$ cat src/rtl/assert_macros.svh
// Assertion macros shared by the Playfair encryption RTL.
`ifndef ASSERT_MACROS_SVH
`define ASSERT_MACROS_SVH

// Check on every clock edge outside reset.
`define PLF_ASSERT(lbl, prop, msg) \
	lbl: assert property (@(posedge clk) disable iff (!arst_n) prop) else $error(msg);

// Check on every clock edge, reset included.
`define PLF_ASSERT_ALWAYS(lbl, prop, msg) \
	lbl: assert property (@(posedge clk) prop) else $error(msg);

`endif

$ cat src/rtl/plf_pkg.sv
// Shared types and constants of the Playfair digraph encryption block.
package plf_pkg;

	localparam int LETTER_W = 5;
	localparam int SIDE = 5;
	localparam int POS_W = 3;
	localparam int CFG_INDEX_W = 2;
	localparam int ROWS_PAIR_W = 2 * SIDE * LETTER_W;
	localparam int ROW_W = SIDE * LETTER_W;
	localparam int QUEUE_DEPTH = 2;

	typedef logic [LETTER_W-1:0] letter_t;

	localparam letter_t LETTER_I = letter_t'(8);
	localparam letter_t LETTER_J = letter_t'(9);
	localparam letter_t LETTER_X = letter_t'(23);
	localparam letter_t LETTER_Z = letter_t'(25);

	localparam logic [CFG_INDEX_W-1:0] CFG_ROWS_01 = 2'd0;
	localparam logic [CFG_INDEX_W-1:0] CFG_ROWS_23 = 2'd1;
	localparam logic [CFG_INDEX_W-1:0] CFG_ROW_4 = 2'd2;

	// Key square indexed [row][col].
	typedef logic [SIDE-1:0][SIDE-1:0][LETTER_W-1:0] square_t;

	typedef struct packed {
		letter_t first;
		letter_t second;
		logic last;
	} pair_t;

	typedef struct packed {
		logic [POS_W-1:0] row;
		logic [POS_W-1:0] col;
	} pos_t;

endpackage

$ cat src/rtl/plf_front.sv
// Front end: takes plaintext letters, forms digraphs and queues them.
`include "assert_macros.svh"

module plf_front (
	input  logic clk,
	input  logic arst_n,
	input  logic plain_valid,
	input  plf_pkg::letter_t plain_letter,
	input  logic end_of_text,
	output logic plain_stall,
	input  logic q_full,
	output logic push,
	output plf_pkg::pair_t push_pair
);
	import plf_pkg::*;

	letter_t held_letter_q;
	logic held_valid_q;
	letter_t pend_letter_q;
	logic pend_q;
	letter_t norm;
	logic accept;

	function automatic letter_t normalize(input letter_t v);
		letter_t l;
		l = v;
		if (l > LETTER_Z) l = LETTER_Z;
		if (l == LETTER_J) l = LETTER_I;
		return l;
	endfunction

	assign norm = normalize(plain_letter);
	assign plain_stall = pend_q || q_full;
	assign accept = plain_valid && !plain_stall;

	always_comb begin
		push = 1'b0;
		push_pair = '{first: norm, second: LETTER_X, last: 1'b1};
		if (pend_q) begin
			push = !q_full;
			push_pair = '{first: pend_letter_q, second: LETTER_X, last: 1'b1};
		end else if (accept) begin
			if (!held_valid_q) begin
				push = end_of_text;
			end else if (held_letter_q != norm) begin
				push = 1'b1;
				push_pair = '{first: held_letter_q, second: norm, last: 1'b1};
			end else begin
				// doubled letter: pad with x, a second pair follows at end of text
				push = 1'b1;
				push_pair = '{first: held_letter_q, second: LETTER_X, last: !end_of_text};
			end
		end
	end

	always_ff @(posedge clk or negedge arst_n) begin
		if (!arst_n) begin
			held_letter_q <= '0;
			held_valid_q <= 1'b0;
			pend_letter_q <= '0;
			pend_q <= 1'b0;
		end else begin
			if (pend_q && !q_full) pend_q <= 1'b0;
			if (accept) begin
				if (!held_valid_q) begin
					held_letter_q <= norm;
					held_valid_q <= !end_of_text;
				end else if (held_letter_q != norm) begin
					held_valid_q <= 1'b0;
				end else if (end_of_text) begin
					held_valid_q <= 1'b0;
					pend_q <= 1'b1;
					pend_letter_q <= norm;
				end
			end
		end
	end

	`PLF_ASSERT_ALWAYS(a_pend_not_held, pend_q |-> !held_valid_q, "pending pad while letter held")
	`PLF_ASSERT(a_pend_drains, (pend_q && !q_full) |=> !pend_q, "pending pair not drained")

endmodule

$ cat src/rtl/plf_queue.sv
// Short queue of digraphs between front and back end.
`include "assert_macros.svh"

module plf_queue (
	input  logic clk,
	input  logic arst_n,
	input  logic push,
	input  plf_pkg::pair_t push_pair,
	output logic full,
	input  logic pop,
	output logic head_valid,
	output plf_pkg::pair_t head_pair
);
	import plf_pkg::*;

	localparam int PTR_W = (QUEUE_DEPTH > 1) ? $clog2(QUEUE_DEPTH) : 1;
	localparam int CNT_W = $clog2(QUEUE_DEPTH + 1);

	pair_t slot_q [QUEUE_DEPTH];
	logic [PTR_W-1:0] wr_ptr_q;
	logic [PTR_W-1:0] rd_ptr_q;
	logic [CNT_W-1:0] count_q;

	assign full = (count_q == CNT_W'(QUEUE_DEPTH));
	assign head_valid = (count_q != '0);
	assign head_pair = slot_q[rd_ptr_q];

	function automatic logic [PTR_W-1:0] next_ptr(input logic [PTR_W-1:0] p);
		return (p == PTR_W'(QUEUE_DEPTH - 1)) ? '0 : p + 1'b1;
	endfunction

	always_ff @(posedge clk) begin
		if (push) slot_q[wr_ptr_q] <= push_pair;
	end

	always_ff @(posedge clk or negedge arst_n) begin
		if (!arst_n) begin
			wr_ptr_q <= '0;
			rd_ptr_q <= '0;
			count_q <= '0;
		end else begin
			if (push) wr_ptr_q <= next_ptr(wr_ptr_q);
			if (pop) rd_ptr_q <= next_ptr(rd_ptr_q);
			if (push && !pop) count_q <= count_q + 1'b1;
			else if (pop && !push) count_q <= count_q - 1'b1;
		end
	end

	`PLF_ASSERT(a_no_overflow, push |-> !full, "push into full queue")
	`PLF_ASSERT(a_no_underflow, pop |-> head_valid, "pop from empty queue")

endmodule

$ cat src/rtl/plf_back.sv
// Back end: locates a digraph in the key square and emits two cipher letters.
`include "assert_macros.svh"

module plf_back (
	input  logic clk,
	input  logic arst_n,
	input  plf_pkg::square_t square,
	input  logic head_valid,
	input  plf_pkg::pair_t head_pair,
	output logic pop,
	output logic cipher_valid,
	input  logic cipher_stall,
	output plf_pkg::letter_t cipher_letter,
	output logic last_of_run
);
	import plf_pkg::*;

	typedef struct packed {
		pos_t a;
		pos_t b;
		logic last;
	} located_t;

	pair_t pair_s1;
	logic valid_s1;
	located_t loc_s2;
	logic valid_s2;
	logic phase_q;
	letter_t letter_q;
	logic last_q;
	logic out_valid_q;

	logic out_load, s2_done, s2_load, s1_load;
	pos_t own, other, enc;

	// Lowest-numbered cell wins; a missing letter sits at row 0, column 0.
	function automatic pos_t find_cell(input square_t sq, input letter_t l);
		pos_t p;
		p = '0;
		for (int r = SIDE - 1; r >= 0; r--) begin
			for (int c = SIDE - 1; c >= 0; c--) begin
				if (sq[r][c] == l) p = '{row: POS_W'(r), col: POS_W'(c)};
			end
		end
		return p;
	endfunction

	function automatic logic [POS_W-1:0] wrap_inc(input logic [POS_W-1:0] v);
		return (v == POS_W'(SIDE - 1)) ? '0 : v + 1'b1;
	endfunction

	assign out_load = valid_s2 && (!out_valid_q || !cipher_stall);
	assign s2_done = out_load && phase_q;
	assign s2_load = valid_s1 && (!valid_s2 || s2_done);
	assign s1_load = head_valid && (!valid_s1 || s2_load);
	assign pop = s1_load;

	always_comb begin
		own = phase_q ? loc_s2.b : loc_s2.a;
		other = phase_q ? loc_s2.a : loc_s2.b;
		if (own.row == other.row) begin
			enc = '{row: own.row, col: wrap_inc(own.col)};
		end else if (own.col == other.col) begin
			enc = '{row: wrap_inc(own.row), col: own.col};
		end else begin
			enc = '{row: own.row, col: other.col};
		end
	end

	always_ff @(posedge clk) begin
		if (s1_load) pair_s1 <= head_pair;
		if (s2_load) begin
			loc_s2.a <= find_cell(square, pair_s1.first);
			loc_s2.b <= find_cell(square, pair_s1.second);
			loc_s2.last <= pair_s1.last;
		end
		if (out_load) begin
			letter_q <= square[enc.row][enc.col];
			last_q <= loc_s2.last && phase_q;
		end
	end

	always_ff @(posedge clk or negedge arst_n) begin
		if (!arst_n) begin
			valid_s1 <= 1'b0;
			valid_s2 <= 1'b0;
			phase_q <= 1'b0;
			out_valid_q <= 1'b0;
		end else begin
			if (s1_load) valid_s1 <= 1'b1;
			else if (s2_load) valid_s1 <= 1'b0;
			if (s2_load) valid_s2 <= 1'b1;
			else if (s2_done) valid_s2 <= 1'b0;
			if (out_load) phase_q <= !phase_q;
			if (out_load) out_valid_q <= 1'b1;
			else if (!cipher_stall) out_valid_q <= 1'b0;
		end
	end

	assign cipher_valid = out_valid_q;
	assign cipher_letter = letter_q;
	assign last_of_run = last_q;

	`PLF_ASSERT(a_phase_has_pair, phase_q |-> valid_s2, "second letter phase without a pair")
	`PLF_ASSERT(a_phase_resets, s2_done |=> !phase_q, "phase not back to first letter")

endmodule

$ cat src/rtl/playfair_digraph_encrypt.sv
// Top level of the Playfair digraph encryption block.
// Usage:
//   Load the key square through the cfg channel (index 0: rows 0 and 1,
//   index 1: rows 2 and 3, index 2: row 4, five bits per cell, cell 0
//   lowest). cfg_ready is always high; write only while the block is idle.
//   Send plaintext letters on plain_valid/plain_letter/end_of_text; a request
//   is taken when plain_valid is high and plain_stall is low.
//   Cipher letters leave on cipher_valid/cipher_letter/last_of_run and are
//   taken when cipher_valid is high and cipher_stall is low.
// Path: the first cipher letter of a digraph passes the digraph queue and
//   the pair, location and output registers once the letter completing it
//   is taken; the second follows it. A held first letter gives no output.
// Throughput: one cipher letter per cycle while cipher_stall is low, set by
//   the single output register. A digraph gives two cipher letters, so
//   distinct letter pairs sustain one plaintext letter per cycle. A doubled
//   letter or a lone letter at end of text forms a digraph by itself; a
//   doubled letter at end of text gives two digraphs and stalls plain input.
// Reset clears the held letter, the digraph queue, the pipeline and the key
//   square. A stalled output holds its letter; the two-entry digraph queue
//   and the pipeline fill, after which plain_stall rises.
module playfair_digraph_encrypt (
	input  logic clk,
	input  logic arst_n,
	input  logic cfg_valid,
	output logic cfg_ready,
	input  logic [plf_pkg::CFG_INDEX_W-1:0] cfg_index,
	input  logic [plf_pkg::ROWS_PAIR_W-1:0] cfg_data,
	input  logic plain_valid,
	output logic plain_stall,
	input  plf_pkg::letter_t plain_letter,
	input  logic end_of_text,
	output logic cipher_valid,
	input  logic cipher_stall,
	output plf_pkg::letter_t cipher_letter,
	output logic last_of_run
);
	import plf_pkg::*;

	logic [ROWS_PAIR_W-1:0] rows_01_q;
	logic [ROWS_PAIR_W-1:0] rows_23_q;
	logic [ROW_W-1:0] row_4_q;
	logic [SIDE*SIDE*LETTER_W-1:0] flat;
	square_t square;

	logic push, q_full, pop, head_valid;
	pair_t push_pair, head_pair;

	assign cfg_ready = 1'b1;

	always_ff @(posedge clk or negedge arst_n) begin
		if (!arst_n) begin
			rows_01_q <= '0;
			rows_23_q <= '0;
			row_4_q <= '0;
		end else if (cfg_valid) begin
			case (cfg_index)
				CFG_ROWS_01: rows_01_q <= cfg_data;
				CFG_ROWS_23: rows_23_q <= cfg_data;
				CFG_ROW_4: row_4_q <= cfg_data[ROW_W-1:0];
				default: ;
			endcase
		end
	end

	assign flat = {row_4_q, rows_23_q, rows_01_q};

	for (genvar r = 0; r < SIDE; r++) begin : g_row
		for (genvar c = 0; c < SIDE; c++) begin : g_col
			assign square[r][c] = flat[(r * SIDE + c) * LETTER_W +: LETTER_W];
		end
	end

	plf_front u_front (
		.clk(clk),
		.arst_n(arst_n),
		.plain_valid(plain_valid),
		.plain_letter(plain_letter),
		.end_of_text(end_of_text),
		.plain_stall(plain_stall),
		.q_full(q_full),
		.push(push),
		.push_pair(push_pair)
	);

	plf_queue u_queue (
		.clk(clk),
		.arst_n(arst_n),
		.push(push),
		.push_pair(push_pair),
		.full(q_full),
		.pop(pop),
		.head_valid(head_valid),
		.head_pair(head_pair)
	);

	plf_back u_back (
		.clk(clk),
		.arst_n(arst_n),
		.square(square),
		.head_valid(head_valid),
		.head_pair(head_pair),
		.pop(pop),
		.cipher_valid(cipher_valid),
		.cipher_stall(cipher_stall),
		.cipher_letter(cipher_letter),
		.last_of_run(last_of_run)
	);

endmodule
$ cat config.mk
export PLATFORM = sky130hd
export DESIGN_NAME = playfair_digraph_encrypt
export DESIGN_NICKNAME = d
export VERILOG_FILES = /design/src/rtl/plf_pkg.sv /design/src/rtl/plf_front.sv /design/src/rtl/plf_queue.sv /design/src/rtl/plf_back.sv /design/src/rtl/playfair_digraph_encrypt.sv
export VERILOG_INCLUDE_DIRS = /design/src /design/src/rtl
export SDC_FILE = /design/constraint.sdc
export NUM_CORES = 1
export LEC_CHECK = 0
export BUFFER_PORTS_ARGS = -buffer_cell sky130_fd_sc_hd__buf_2
export CELL_PAD_IN_SITES_DETAIL_PLACEMENT = 0
export CELL_PAD_IN_SITES_GLOBAL_PLACEMENT = 2
export CORE_MARGIN = 2
export CORE_UTILIZATION = 30
export DETAILED_ROUTE_END_ITERATION = 10
export PLACE_DENSITY = 0.64
export RECOVER_POWER = 25
export SYNTH_ARGS = -nofsm -noshare
export SYNTH_HDL_FRONTEND = slang
export SYNTH_SLANG_ARGS = --single-unit
export TNS_END_PERCENT = 5
$ cat constraint.sdc
create_clock -name clk -period 3.2 [get_ports clk]
set_clock_uncertainty 0.1 [all_clocks]
set_input_delay 0.16 -clock clk [delete_from_list [all_inputs] [get_ports clk]]
set_output_delay 0.16 -clock clk [all_outputs]
set_load 0.03 [all_outputs]
---- Yosys cells after proc, flatten, opt, wreduce, memory -nomap -nowiden ----
Memory sizes are Yosys's and may differ from the RTL's. A register that Yosys moved wholly into a read port is not among the register bits.
Index checks and enable logic that the tools add are counted.
cells by class
  magnitude comparators ................... 3
  add/subtract/negate cells ............... 6
  bitwise logic cells ..................... 2
  eq/ne operators ......................... 60
  reductions and logical operators ........ 43
  multiplexer cells ....................... 87
operators with widths
  kind                                                        count
  == test 5 bit                                               50
  2-to-1 mux 5 bit                                            23
  2-to-1 mux 6 bit                                            15
  binary-select mux 25 bit (select 3 bit)                     1
  2-to-1 mux 4 bit                                            10
  OR reduction 20 bit                                         2
  2-to-1 mux 11 bit                                           3
  2-to-1 mux 25 bit                                           1
  2-to-1 mux 1 bit                                            23
  OR reduction 10 bit                                         2
  binary-select mux 5 bit (select 3 bit)                      1
  2-to-1 mux 2 bit                                            6
  2-to-1 mux 3 bit                                            4
  logical NOT 1 bit                                           10
  OR reduction 5 bit                                          2
  logical AND 1 bit                                           9
  less-than comparator 3 x 4 -> 1 bit, second input constant  2
  AND reduction 2 bit                                         4
  nonzero test 2 bit                                          4
  OR reduction 4 bit                                          2
  adder 3 x 1 -> 3 bit, second input constant                 2
  == test 3 bit                                               2
  == test 3 bit, second input constant                        2
  == test 5 x 4 -> 1 bit, second input constant               1
  13 further kinds                                            20
storage, ports and cells
  register bits after elaboration ......... 164
  RAM bits ................................ 22
  memories kept ........................... 1
  output and inout port bits .............. 9
  word-level logic and storage cells ...... 231
  input bits .............................. 63
memories
  name            depth  width  read ports  clocked after Yosys merged registers in  wr ports  line             source
  u_queue.slot_q  2      11     1           1                                        1         plf_queue.sv:19  pair_t slot_q [QUEUE_DEPTH];

---- Longest topological paths before layout ----
  word-level depth ........................ 25
  gate-level depth with buffers ........... 14
  mapped depth without buffers ............ 11

---- Hierarchy ----
A second synthesis with hierarchy kept.
second synthesis, totals
  cell total of the unflattened synthesis .. 1144
  area, all modules ....................... 12688.4 um^2
modules (own cells, without submodules)
  module                    area each (um^2)  cells an instance  sequential area each (um^2)  instances
  plf_back                  6133.4            735                1001.0                       1
  playfair_digraph_encrypt  4663.2            267                3128.0                       1
  plf_queue                 1018.5            50                 760.7                        1
  plf_front                 873.3             92                 300.3                        1

---- Worst setup path before layout ----
Ideal clock, no wire load.
  path kind ............................... reg2reg
  from .................................... register u_back.phase_q
  to ...................................... register u_back.letter_q[4] (netlist: u_back.cipher_letter[4]) (data pin)
  stages on the path, launching flop included .. 14
  data arrival time ....................... 2860 ps
  library setup time ...................... 266 ps
  required time ........................... 2834 ps
  clock period less this slack ............ 3226 ps
  buffers on the path ..................... 3
  slack ................................... -26 ps
  cells stage by stage .................... dfrtp_1 > buf_6 > clkbuf_1 > mux2_2 > inv_1 > ha_1 > a21oi_1 > a21oi_1 > mux2_2 > buf_4 > mux4_2 > a21oi_1 > or2_1 > o32ai_1
between the ends
  word-level cells in the longest chain between the ends .. 9
  elaborated cells on any way between the ends .. 16
  classes of those cells .................. 2 x add/sub; 4 x eq/ne; 10 x mux
ends and longest elaborated chain
  element                                                       line            source
  start: declaration                                            plf_back.sv:28  logic phase_q;
  start signal: assignment                                      plf_back.sv:94  if (out_load) phase_q <= !phase_q;
  2-to-1 mux 6 bit                                              plf_back.sv:59  own = phase_q ? loc_s2.b : loc_s2.a;
  adder 3 x 1 -> 3 bit / == test 3 bit (equally long branches)  plf_back.sv:49  return (v == POS_W'(SIDE - 1)) ? '0 : v + 1'b1;
  2-to-1 mux 3 bit                                              plf_back.sv:49
  2-to-1 mux 6 bit                                              plf_back.sv:63  end else if (own.col == other.col) begin
  2-to-1 mux 6 bit *                                            plf_back.sv:61  if (own.row == other.row) begin
  binary-select mux 25 bit (select 3 bit)                       plf_back.sv:78  letter_q <= square[enc.row][enc.col];
  2-to-1 mux 25 bit (implied by the code)                       plf_back.sv:78
  binary-select mux 5 bit (select 3 bit) *                      plf_back.sv:78
  2-to-1 mux 5 bit (implied by the code) *                      plf_back.sv:78
  end signal: assignment                                        plf_back.sv:78
  end: declaration                                              plf_back.sv:29  letter_t letter_q;
Mark *: on every way between the ends. The rest lies on a longest branch, timed or not. The select of a mux whose other input is x is not followed.
A chain may end at the register's enable or synchronous reset.

---- Final worst setup path ----
  from .................................... register u_back.phase_q
  to ...................................... register u_back.letter_q[0] (netlist: u_back.cipher_letter[0]) (data pin)
The elaborated chain is that of the path after synthesis.

==> out/metrics.csv <==
metric,value,unit
status,"complete, but fails checks",
violations,"capacitance limit, slew limit",
synth_top_family_by_area,multiplexers,
n_antenna_cell,0,
hp-class,in -> reg,
cp_top_family,compound AO/OA/AOI/OAI gates,
ys.flop_type,dfrtp_1,
cpPeakStageDelay,0.45,ns
dp_hpwl,30.12,mm
cts_tree,yes,
peakVddDrop,0.0005089,V
cell_internal_pwr,8.723,mW
vias,9086,
relSlewSlack,-34.73,%
ctsHtreeMaxLevel,4,
yosys.cell_types.count,67,
yosysWarnings,0,
drive_gt1_share,27.45,%
drc,0,
yosysTopAreaCellShare,29.05,%
grt_pass1_vias,9152,
routed_wirelength,39.78,mm
postRouteAntennaNets,0,
grt_pass1_wl,60.49,mm
synthAdderAreaFrac,0.5008,%
tightest_slew,2.021,ns
max_freq,314.3,MHz
clk_latency,0.48,ns
cp_max_fo,6,
syn_area,12490,um2
ys_seq_area_share,41.55,%
grt_usage,18.71,%
arrival,3.27,ns
period_share,99.43,%
clock_sinks,197,
wire_per_inst,22.01,um
synthXorXnorAreaFrac,18.71,%
synth-simple-area-share,10.52,%
synth-edff-count,52,
hold_ws,0.06058,ns
grt_antenna_before_repair,1,
crit_required,3.29,ns
syn_nets,1183,
synthTopCellsByArea,"dfrtp_1, mux2_2, edfxtp_1, xnor2_1, xor2_1",
cts_buffers,17,
synth-compound-area-share,5.769,%
grt-ovfl-total,0,
hold_viol,0,
io_pins,72,
startpoint_type,flop,
p_leak,6.025,nW
critPathBufInv,3,
start_util,30.52,%
seq_power_share,27.8,%
die_y,208.1,um
crit_top_cell,mux2i_1,
clk_path_buf_depth,2,
port_buffers,70,
grt_start_max_net_pins,58,
gp_congestion,0.9063,
synth_commonest_cells,"mux2_2, dfrtp_1, xnor2_1, xor2_1",
rsz0062_at_grt,true,
p_sw,6.725,mW
async_reset_ff_share,73.60,%
ys_seq_elements,197,
p_sw_share,43.53,%
row_count,74,
setup-violations-final,0,
firstDrtPassIters,5,
endpoint_kind,flop,
areaGrowthSynthToFinish,20.99,%
synth_largest_area_cell,dfrtp_1,
critPathKind,reg -> reg,
clockRootBuffer,clkbuf_16,
drtIter0Drc,656,
cap_violations,2,
min_period,3.182,ns
viasPerCell,5.028,
crit_chain,"mux2_4, inv_1, ha_4, a211oi_2, a21oi_1, buf_4, mux2i_4, clkbuf_16, mux2i_1, mux2i_1, o221a_1, a31oi_2, o32ai_1",
synthMostInstantiatedCell,mux2_2,
power.density,1022,nW/um2
final.fill_count,4085,
setup_tns,0,ns
clk_pin_slew,0.08,ns
slowest_stage,dfrtp_2,
nets,1330,
synth_area_per_cell,11.20,um2
p_clk_share,14.8,%
die_area,43290,um2
synth.mux.area_fraction,19.59,%
core,40920,um2
netlist_instances,1115,
maxSlewViolCount,83,
die_w,208.1,um
p_comb_share,57.4,%
## metal layers
layer | global-route usage (%) | routed length [um] | share of wire [%] | vias to the layer above
met5 | 0 | 0 | 0 | -
met4 | 4.965 | 503 | 1.3 | 0
met3 | 3.004 | 1580 | 4.0 | 27
met2 | 29.61 | 18430 | 46 | 180
met1 | 26.52 | 19260 | 48 | 4632
li1 | - | - | - | 4247
## kinds of logic after synthesis
| group | Yosys count |
|---|---|
| xor+xnor | 266 |
| simple gates | 257 |
| mux | 209 |
| flops | 197 |
| compound gates | 103 |
| buf+inv | 77 |
| fa+ha+maj | 5 |
| other cells | 1 |
## metrics by stage
stage | power (mW) | area [um2] | setup slack [ns] | instances | utilization, %
after floorplan | 10.08 | 12490 | 0.08408 | 1115 | -
after global placement | 12.33 | 13670 | 0.09389 | 1707 | 33.40
after detailed placement | 12.38 | 13670 | 0.01844 | 1707 | 33.40
after CTS | 14.82 | 14890 | 0.01423 | 1795 | 36.37
after global routing | 16.41 | 15110 | -0.06098 | 1807 | 36.93
final | 15.45 | 15110 | 0.01815 | 1807 | 36.93
## worst min-delay path, cell delays in order
cell and delay [ns]:
buf_2 0.10, and2_1 0.18, mux2_2 0.16
## state kept, by name, summed over array words and instances (netlist names), 2 cells and up
signal                 flops
u_front.held_letter_q      5
u_front.pend_letter_q      5
rows_01_q                 50
u_back.pair_s1            11
u_back.loc_s2             13
rows_23_q                 50
u_queue.slot_q            22
u_back.cipher_letter       5
row_4_q                   25
u_queue.count_q            2
## power groups by stage
stage          clock [mW]  combinational (mW)  sequential (mW)
2_1_floorplan           0                6.13             3.96
3_3_place_gp            0                7.98             4.34
3_5_place_dp            0                8.05             4.34
4_1_cts              2.36                8.17             4.28
5_1_grt              2.47                9.57             4.38
6_report             2.29                8.87             4.29
## timing repair
item                       in CTS  in global routing
gates resized for setup         1                 22
setup buffers                   0                  9
setup endpoints to repair       1                  7
hold buffers                   56                  0
cloned                          0                  3
hold endpoints to repair      195                  0
pin swaps                       0                  3
## layout by cell type, fill, tap and decap left out, types with 7 or more instances in the layout
| master | count |
|---|---|
| nor3_1 | 54 |
| o21ai_0 | 20 |
| a21oi_1 | 19 |
| buf_12 | 11 |
| nand2b_1 | 9 |
| nand2_1 | 55 |
| mux2i_1 | 39 |
| a31oi_1 | 8 |
| nand3_1 | 54 |
| xor2_1 | 128 |
| mux2_2 | 149 |
| and2_1 | 12 |
| buf_4 | 44 |
| a32oi_1 | 8 |
| clkinv_8 | 8 |
| edfxtp_1 | 52 |
| dlygate4sd3_1 | 56 |
| xnor2_1 | 137 |
| dfrtp_1 | 144 |
| or3_1 | 7 |
| buf_2 | 68 |
| nor2b_1 | 11 |
| inv_1 | 16 |
| nor2_1 | 24 |
| clkbuf_16 | 19 |
## area by class of cell
class,count,area [um2],area share (%)
clock inverters,15,222.7,1.474
multi-input cells,841,6987,46.23
repair buffers,188,1559,10.31
inverters,17,63.81,0.4222
clock buffers,17,425.4,2.815
flip-flops and latches,197,5191,34.35
well taps,532,665.6,4.404
## final timing paths
check	startpoint	to	slack, ns	cells past startpoint
max in group asynchronous	arst_n	row_4_q[23]	1.40	3
worst max-delay path	u_back.phase_q	u_back.cipher_letter[0]	0.02	13
worst max register to register	u_back.phase_q	u_back.cipher_letter[0]	0.02	13
worst min register to register	u_back.valid_s2	u_back.cipher_valid	0.37	1
worst min-delay path	plain_letter[2]	u_front.held_letter_q[2]	0.06	3
min in group asynchronous	arst_n	u_front.held_letter_q[3]	0.46	2
(Power assumes the default switching activity.)
